### src/hdl/rfpc_pkg.sv
package rfpc_pkg;

    // field types
    typedef logic [1:0]  t_button;
    typedef logic [31:0] t_time;
    typedef logic [6:0]  t_vol;
    typedef logic [10:0] t_freq;
    typedef logic [2:0]  t_stn;
    typedef logic [2:0]  t_cfg_idx;
    typedef logic [15:0] t_cfg_data;
    typedef logic [7:0]  t_step;

    // band, volume and station constants
    localparam t_freq BAND_LOW   = 11'd875;
    localparam t_freq BAND_HIGH  = 11'd1080;
    localparam t_step BAND_STEPS = 8'd206;
    localparam t_vol  VOL_MAX    = 7'd100;
    localparam t_vol  VOL_BIG    = 7'd5;
    localparam t_vol  VOL_RESET  = 7'd50;
    localparam t_stn  NO_STATION = 3'd5;

    // register reset values
    localparam t_cfg_data DEBOUNCE_RESET = 16'd50;
    localparam t_cfg_data LONG_RESET     = 16'd1000;
    localparam int        MAX_PRESETS    = 5;
    localparam t_freq PRESET_RESET [MAX_PRESETS] = '{11'd881, 11'd895, 11'd909,
                                                    11'd921, 11'd929};

    // register indexes
    localparam t_cfg_idx REG_DEBOUNCE = 3'd0;
    localparam t_cfg_idx REG_LONG     = 3'd1;
    localparam t_cfg_idx REG_PRESET0  = 3'd2;

    // button codes
    localparam t_button BTN_TUNE_DN = 2'd0;
    localparam t_button BTN_TUNE_UP = 2'd1;
    localparam t_button BTN_VOL_DN  = 2'd2;
    localparam t_button BTN_VOL_UP  = 2'd3;

    // sequencer states
    typedef enum logic [5:0] {
        S_IDLE = 6'b000001,
        S_DEB  = 6'b000010,
        S_LEN  = 6'b000100,
        S_ACT  = 6'b001000,
        S_SEEK = 6'b010000,
        S_DONE = 6'b100000
    } t_state;

endpackage

### src/hdl/radio_front_panel_controller.sv
// Channel | Direction | Signals
// --------+-----------+---------------------------------------------------------
// in      | sink      | i_in_valid, o_in_ready, i_button, i_time_ms
// out     | source    | o_out_valid, i_out_ready, o_volume_level, o_tuned_freq,
//         |           | o_station_index, o_seek_failed
// cfg     | sink      | i_cfg_valid, o_cfg_ready, i_cfg_index, i_cfg_data
//
// A press or a bounced edge passes S_DEB and returns to idle; a short release
// or a volume action passes S_DEB, S_LEN, S_ACT and S_DONE, its result then
// held in the output register; a long tune release adds S_SEEK, up to
// BAND_STEPS band steps, one per cycle through the shared step/compare unit.
// One 32-bit subtractor serves both the debounce and the press length checks.
// Synchronous active-low reset restores the config, sequencer, panel and output
// valid registers. A result waits in the output register; the sequencer holds
// its last state while that register is full, and takes input only when idle.
module radio_front_panel_controller #(
    parameter int NUM_PRESETS = 5
) (
    input  logic                 i_clk,
    input  logic                 i_rst_n,
    input  logic                 i_in_valid,
    output logic                 o_in_ready,
    input  rfpc_pkg::t_button    i_button,
    input  rfpc_pkg::t_time      i_time_ms,
    output logic                 o_out_valid,
    input  logic                 i_out_ready,
    output rfpc_pkg::t_vol       o_volume_level,
    output rfpc_pkg::t_freq      o_tuned_freq,
    output rfpc_pkg::t_stn       o_station_index,
    output logic                 o_seek_failed,
    input  logic                 i_cfg_valid,
    output logic                 o_cfg_ready,
    input  rfpc_pkg::t_cfg_idx   i_cfg_index,
    input  rfpc_pkg::t_cfg_data  i_cfg_data
);
    import rfpc_pkg::*;

    // match index of f against the active presets, highest index wins
    function automatic t_stn station_of(input t_freq f, input t_freq p [NUM_PRESETS]);
        t_stn idx;
        idx = NO_STATION;
        for (int i = 0; i < NUM_PRESETS; i++) begin
            if (p[i] == f) idx = t_stn'(i);
        end
        return idx;
    endfunction

    t_state    r_state;
    t_cfg_data r_debounce;
    t_cfg_data r_long_ms;
    t_freq     r_preset [NUM_PRESETS];

    logic      r_pressed;
    t_time     r_press_start;
    t_time     r_last_accept;
    t_vol      r_vol;
    t_freq     r_freq;

    t_button   r_button;
    t_time     r_time;
    logic      r_long;
    logic      r_failed;
    t_freq     r_seek_f;
    t_step     r_step;

    logic      r_out_valid;
    t_vol      r_out_vol;
    t_freq     r_out_freq;
    t_stn      r_out_stn;
    logic      r_out_failed;

    t_time     diff;
    t_freq     n_seek_f;
    logic      seek_wrap;
    logic      seek_hit;
    t_stn      seek_stn;
    t_stn      done_stn;
    logic      out_free;

    assign o_in_ready      = (r_state == S_IDLE);
    assign o_cfg_ready     = 1'b1;
    assign o_out_valid     = r_out_valid;
    assign o_volume_level  = r_out_vol;
    assign o_tuned_freq    = r_out_freq;
    assign o_station_index = r_out_stn;
    assign o_seek_failed   = r_out_failed;

    assign out_free = !r_out_valid || i_out_ready;

    // shared subtractor: debounce gap, then press length
    assign diff = r_time - ((r_state == S_DEB) ? r_last_accept : r_press_start);

    // seek step unit: one band step and a compare against all presets
    always_comb begin
        seek_wrap = 1'b0;
        if (r_button == BTN_TUNE_UP) begin
            if (r_seek_f + 11'd1 >= BAND_HIGH) begin
                n_seek_f  = BAND_LOW;
                seek_wrap = 1'b1;
            end else begin
                n_seek_f = r_seek_f + 11'd1;
            end
        end else begin
            if (r_seek_f <= BAND_LOW + 11'd1) begin
                n_seek_f  = BAND_HIGH;
                seek_wrap = 1'b1;
            end else begin
                n_seek_f = r_seek_f - 11'd1;
            end
        end
        seek_stn = station_of(n_seek_f, r_preset);
        seek_hit = !seek_wrap && (seek_stn != NO_STATION);
    end

    assign done_stn = station_of(r_freq, r_preset);

    // configuration registers
    always_ff @(posedge i_clk) begin
        if (!i_rst_n) begin
            r_debounce <= DEBOUNCE_RESET;
            r_long_ms  <= LONG_RESET;
            for (int i = 0; i < NUM_PRESETS; i++) begin
                r_preset[i] <= PRESET_RESET[i];
            end
        end else if (i_cfg_valid) begin
            if (i_cfg_index == REG_DEBOUNCE) r_debounce <= i_cfg_data;
            if (i_cfg_index == REG_LONG)     r_long_ms  <= i_cfg_data;
            for (int i = 0; i < NUM_PRESETS; i++) begin
                if (i_cfg_index == REG_PRESET0 + t_cfg_idx'(i)) begin
                    r_preset[i] <= i_cfg_data[10:0];
                end
            end
        end
    end

    // sequencer and panel state
    always_ff @(posedge i_clk) begin
        if (!i_rst_n) begin
            r_state       <= S_IDLE;
            r_pressed     <= 1'b0;
            r_press_start <= '0;
            r_last_accept <= '0;
            r_vol         <= VOL_RESET;
            r_freq        <= BAND_LOW;
        end else begin
            unique case (r_state)
                S_IDLE: begin
                    if (i_in_valid) begin
                        r_button <= i_button;
                        r_time   <= i_time_ms;
                        r_state  <= S_DEB;
                    end
                end
                S_DEB: begin
                    if (diff < {16'd0, r_debounce}) begin
                        r_state <= S_IDLE;
                    end else begin
                        r_last_accept <= r_time;
                        if (!r_pressed) begin
                            r_pressed     <= 1'b1;
                            r_press_start <= r_time;
                            r_state       <= S_IDLE;
                        end else begin
                            r_pressed <= 1'b0;
                            r_state   <= S_LEN;
                        end
                    end
                end
                S_LEN: begin
                    r_long  <= (diff >= {16'd0, r_long_ms});
                    r_state <= S_ACT;
                end
                S_ACT: begin
                    r_failed <= 1'b0;
                    r_seek_f <= r_freq;
                    r_step   <= '0;
                    r_state  <= S_DONE;
                    unique case (r_button)
                        BTN_TUNE_DN: begin
                            if (r_long) r_state <= S_SEEK;
                            else r_freq <= (r_freq > BAND_LOW) ? r_freq - 11'd1 : BAND_HIGH;
                        end
                        BTN_TUNE_UP: begin
                            if (r_long) r_state <= S_SEEK;
                            else r_freq <= (r_freq < BAND_HIGH) ? r_freq + 11'd1 : BAND_LOW;
                        end
                        BTN_VOL_DN: begin
                            if (r_long) r_vol <= (r_vol >= VOL_BIG) ? r_vol - VOL_BIG : '0;
                            else if (r_vol != '0) r_vol <= r_vol - 7'd1;
                        end
                        BTN_VOL_UP: begin
                            if (r_long) begin
                                r_vol <= (r_vol + VOL_BIG <= VOL_MAX) ? r_vol + VOL_BIG : VOL_MAX;
                            end else if (r_vol < VOL_MAX) begin
                                r_vol <= r_vol + 7'd1;
                            end
                        end
                        default: ;
                    endcase
                end
                S_SEEK: begin
                    if (seek_hit) begin
                        r_freq  <= n_seek_f;
                        r_state <= S_DONE;
                    end else if (r_step == BAND_STEPS - 8'd1) begin
                        r_failed <= 1'b1;
                        r_state  <= S_DONE;
                    end else begin
                        r_step   <= r_step + 8'd1;
                        r_seek_f <= n_seek_f;
                    end
                end
                S_DONE: begin
                    if (out_free) r_state <= S_IDLE;
                end
                default: r_state <= S_IDLE;
            endcase
        end
    end

    // output register
    always_ff @(posedge i_clk) begin
        if (!i_rst_n) begin
            r_out_valid <= 1'b0;
        end else if (r_state == S_DONE && out_free) begin
            r_out_valid <= 1'b1;
        end else if (i_out_ready) begin
            r_out_valid <= 1'b0;
        end
    end

    always_ff @(posedge i_clk) begin
        if (r_state == S_DONE && out_free) begin
            r_out_vol    <= r_vol;
            r_out_freq   <= r_freq;
            r_out_stn    <= done_stn;
            r_out_failed <= r_failed;
        end
    end

endmodule

### config.mk
export PLATFORM = sky130hd
export DESIGN_NAME = radio_front_panel_controller
export DESIGN_NICKNAME = d
export VERILOG_FILES = /design/src/hdl/rfpc_pkg.sv /design/src/hdl/radio_front_panel_controller.sv
export SDC_FILE = /design/constraint.sdc
export NUM_CORES = 1
export LEC_CHECK = 0
export BUFFER_PORTS_ARGS = -buffer_cell sky130_fd_sc_hd__buf_4
export CAP_MARGIN = 20
export CORE_AREA = 2 2 176 178
export CTS_CLUSTER_SIZE = 12
export DETAILED_ROUTE_END_ITERATION = 8
export DIE_AREA = 0 0 178 180
export PLACE_DENSITY_LB_ADDON = 0.25
export SLEW_MARGIN = 40
export SYNTH_ARGS = -nofsm -noshare
export SYNTH_HDL_FRONTEND = slang
export SYNTH_SLANG_ARGS = --single-unit
### constraint.sdc
create_clock -name i_clk -period 8.05 [get_ports i_clk]
set_input_delay 0.4025 -clock i_clk [delete_from_list [all_inputs] [get_ports i_clk]]
set_output_delay 0.4025 -clock i_clk [all_outputs]
set_load 0.1 [all_outputs]
==> impl_metrics.tcl <==
set metrics [dict create \
    cts_resized 0 \
    hold_viol_final 0 \
    yosysWarnings 0 \
    grt_pass1_vias 14070 \
    powerDensity_nw_per_um2 199.5 \
    min_path_type "in -> reg" \
    m1WireLength_microns 19360 \
    cts_root_buf "clkbuf_16" \
    die_y_microns 180 \
    syn_inst 1932 \
    crit-reg2reg-launch "r_state[0]$_SDFFE_PN1P_" \
    routed-wl-met3_microns 3138 \
    finalSetupViolCount 0 \
    overflow 0 \
    startpoint "r_state[0]$_SDFFE_PN1P_" \
    io_pins 83 \
    htreeDepth 1 \
    postRouteAntennaNets 0 \
    cts.path.max_buffers 3 \
    nets 2070 \
    slew_headroom_pct 43.51 \
    worst_r2r_path_depth 19 \
    rrSetupSlack_ns 1.76 \
    cts_tree "done" \
    setup_tns_ns 0 \
    tightest_slew_ns 0.8461 \
    placement.io_buffers 81 \
    ys_seq_elements 254 \
    ys_async_sr_fraction_pct 0 \
    wl_met2_microns 20470 \
    worstSetupEndpoint "r_last_accept[9]$_SDFFE_PN0P_" \
    drt_pre_antenna_iters 6 \
    ys.flop_type "dfxtp_1" \
    avgSynthCellArea_sq_um 8.440 \
    synth.top_cell.area_share_pct 21.73 \
    avgRoutedWirePerCell_microns 18.83 \
    grt_usage_pct 27.65 \
    num_vias 14670 \
    status "finished clean" \
    hpwl_microns 31330 \
    clock_sinks 254 \
    nFillCells 2609 \
    diodes 0 \
    clk_latency_ns 0.55 \
    synth_fp_nets 2064 \
    vdd_drop_max_mv 0.1823 \
    register_area_sq_um 5856 \
    multiInputGateArea_sq_um 9697 \
    synth_area_sq_um 16310 \
    arrival_ns 6.75 \
    rsz0062_at_grt "false" \
    areaGrowthSynthToFinish_pct 10.34 \
    cp-end-kind "flop" \
    fin_crit_sh_pct 78.12 \
    clkTransAtPathRegs_ns 0.06 \
    rr_endpoint "r_last_accept[9]$_SDFFE_PN0P_" \
    whs_ns 0.02664 \
    rows 64 \
    synth-edff-count 77 \
    initial_core_util_pct 54.01 \
    drtIter0Drc 1452 \
    yosysSeqAreaShare_pct 35.91 \
    cap_violations 0 \
    routed.top_layer "met4" \
    die-area_sq_um 32040 \
    finalMaxSlewViolations 0 \
    cp.required_ns 8.52 \
    viasPerCell 6.232 \
    min_period_ns 6.289 \
    drc 0 \
    finalWirelength_microns 44340 \
    leakagePower_nw 6.911 \
    yosysTopAreaCell "dfxtp_1" \
    core_area_sq_um 30190 \
    worst_clock_skew_ns 0.01614 \
    grt_pass1_wl_microns 72930 \
    synth_cell_types 97 \
    gp_congestion 0.9574 \
    antenna_found_initial 0 \
    grt_max_degree 90 \
    fmax_mhz 159.0 \
    synthTopCellsByArea "dfxtp_1 22%, edfxtp_1 14%, nand2_1 7.4%" \
    die_w_microns 178 \
    numCtsBuffers 28 \
    drive_above_1_share_pct 11.08 \
    cts_setup_buffers 0 \
    ctsHoldBuffers 0 \
    crit_fanout 35 \
    start_kind "flop" \
    critPathKind "reg -> reg" \
]
state kept, by name (all words and copies together), names as in the netlist, 2 cells and up:
register / count
r_press_start: 32
r_step: 8
o_volume_level: 7
r_time: 32
r_state: 6
r_last_accept: 32
o_station_index: 3
r_long_ms: 16
r_button: 2
r_vol: 7
r_freq: 11
r_seek_f: 11
r_preset: 55
o_tuned_freq: 11
r_debounce: 16
through the flow:
stage	util [%]	area (sq um)	power, mW	worst slack [ns]	std cells
6_report	59.60	17990	3.589	1.761	2354
5_1_grt	59.60	17990	3.752	1.247	2354
3_5_place_dp	56.46	17050	2.308	1.855	2303
4_1_cts	59.56	17980	3.595	1.808	2353
2_1_floorplan	-	16310	2.083	2.707	1932
3_3_place_gp	56.35	17010	2.294	1.963	2301
layout make-up:
type | instances | area share [%]
repair buffers | 102 | 4.291
clock buffers | 42 | 4.826
inverters | 63 | 1.314
clock inverters | 8 | 0.3755
flip-flops and latches | 254 | 32.55
multi-input cells | 1489 | 53.89
well taps | 396 | 2.754
cell usage after synthesis (all sizes together) (38+ instances only):
cell	count
buf	38
o211ai	56
xnor2	71
clkbuf	88
mux2i	73
nor3	46
a21oi	148
o21ai	98
nand3	70
xor2	54
edfxtp	77
nor2	95
ha	73
dfxtp	177
inv	63
nand2	323
worst max-delay path, stage by stage, from the launching register on:
cell and delay [ns]:
dfxtp_1 0.37, nor4_1 0.51, and3b_2 0.72, buf_4 0.45, mux2i_1 0.24, ha_1 0.30
a21oi_1 0.17, nor2b_1 0.07, or3_1 0.36, a211oi_2 0.54, o21ai_0 0.21, xor2_1 0.31
ha_1 0.29, o2111ai_1 0.11, a31oi_1 0.07, a211o_2 0.39, nor4b_4 0.36, buf_4 0.41
o21ai_0 0.13, a21oi_1 0.17
where the power goes:
| part | switching (mW) | leakage, nW | total [mW] | internal, mW |
|---|---|---|---|---|
| Sequential | 0.0707 | 2.13 | 1.46 | 1.39 |
| Clock | 0.520 | 0.466 | 1.29 | 0.772 |
| Combinational | 0.538 | 4.31 | 0.841 | 0.303 |
routing by layer:
metal,up-vias,GRT usage [%]
met4,0,9.311
li1,6998,-
met2,642,44.19
met3,109,3.321
met5,-,0
met1,6922,38.67
cell families (layout without fill, tap and decap cells):
family	after synthesis	count (layout)	synth area share, %
fa+ha+maj	75	75	5.786
compound gates	506	506	21.37
buf+inv	189	215	4.842
mux	77	77	4.827
xor+xnor	125	125	6.714
flops	254	254	35.91
other cells	1	1	0.02300
simple gates	705	705	20.53
worst min-delay path by stage:
stage          depth (start not counted)                    endpoint                        from
3_3_place_gp                           2  r_debounce[0]$_SDFFE_PN0P_  r_debounce[0]$_SDFFE_PN0P_
4_1_cts                                1        r_time[15]$_DFFE_PP_               i_time_ms[15]
6_report                               1         r_time[7]$_DFFE_PP_                i_time_ms[7]
2_1_floorplan                          0     o_seek_failed$_DFFE_PP_          r_failed$_DFFE_PP_
3_5_place_dp                           2  r_long_ms[10]$_SDFFE_PN0P_  r_long_ms[10]$_SDFFE_PN0P_
5_1_grt                                1         r_time[7]$_DFFE_PP_                i_time_ms[7]
placed cells by master (no fill, tap or decap), types with 12 or more instances in the layout:
cell type and instances:
nand2_1 323, dfxtp_1 177, a21oi_1 148, buf_4 97, nor2_1 95, o21ai_0 88
edfxtp_1 77, mux2i_1 73, ha_1 73, xnor2_1 71, nand3_1 70, inv_1 62
xor2_1 54, nor3_1 43, a21o_1 32, clkbuf_16 31, o211ai_2 30, nand4_1 28
o211ai_1 26, a31oi_1 22, o21a_1 20, nor4_1 18, nand2b_1 17, and3_1 16
nand3b_1 13, nor2b_1 13, or3_1 13, a211oi_1 13, o31ai_1 12
Power figures use the tool's default switching activity.
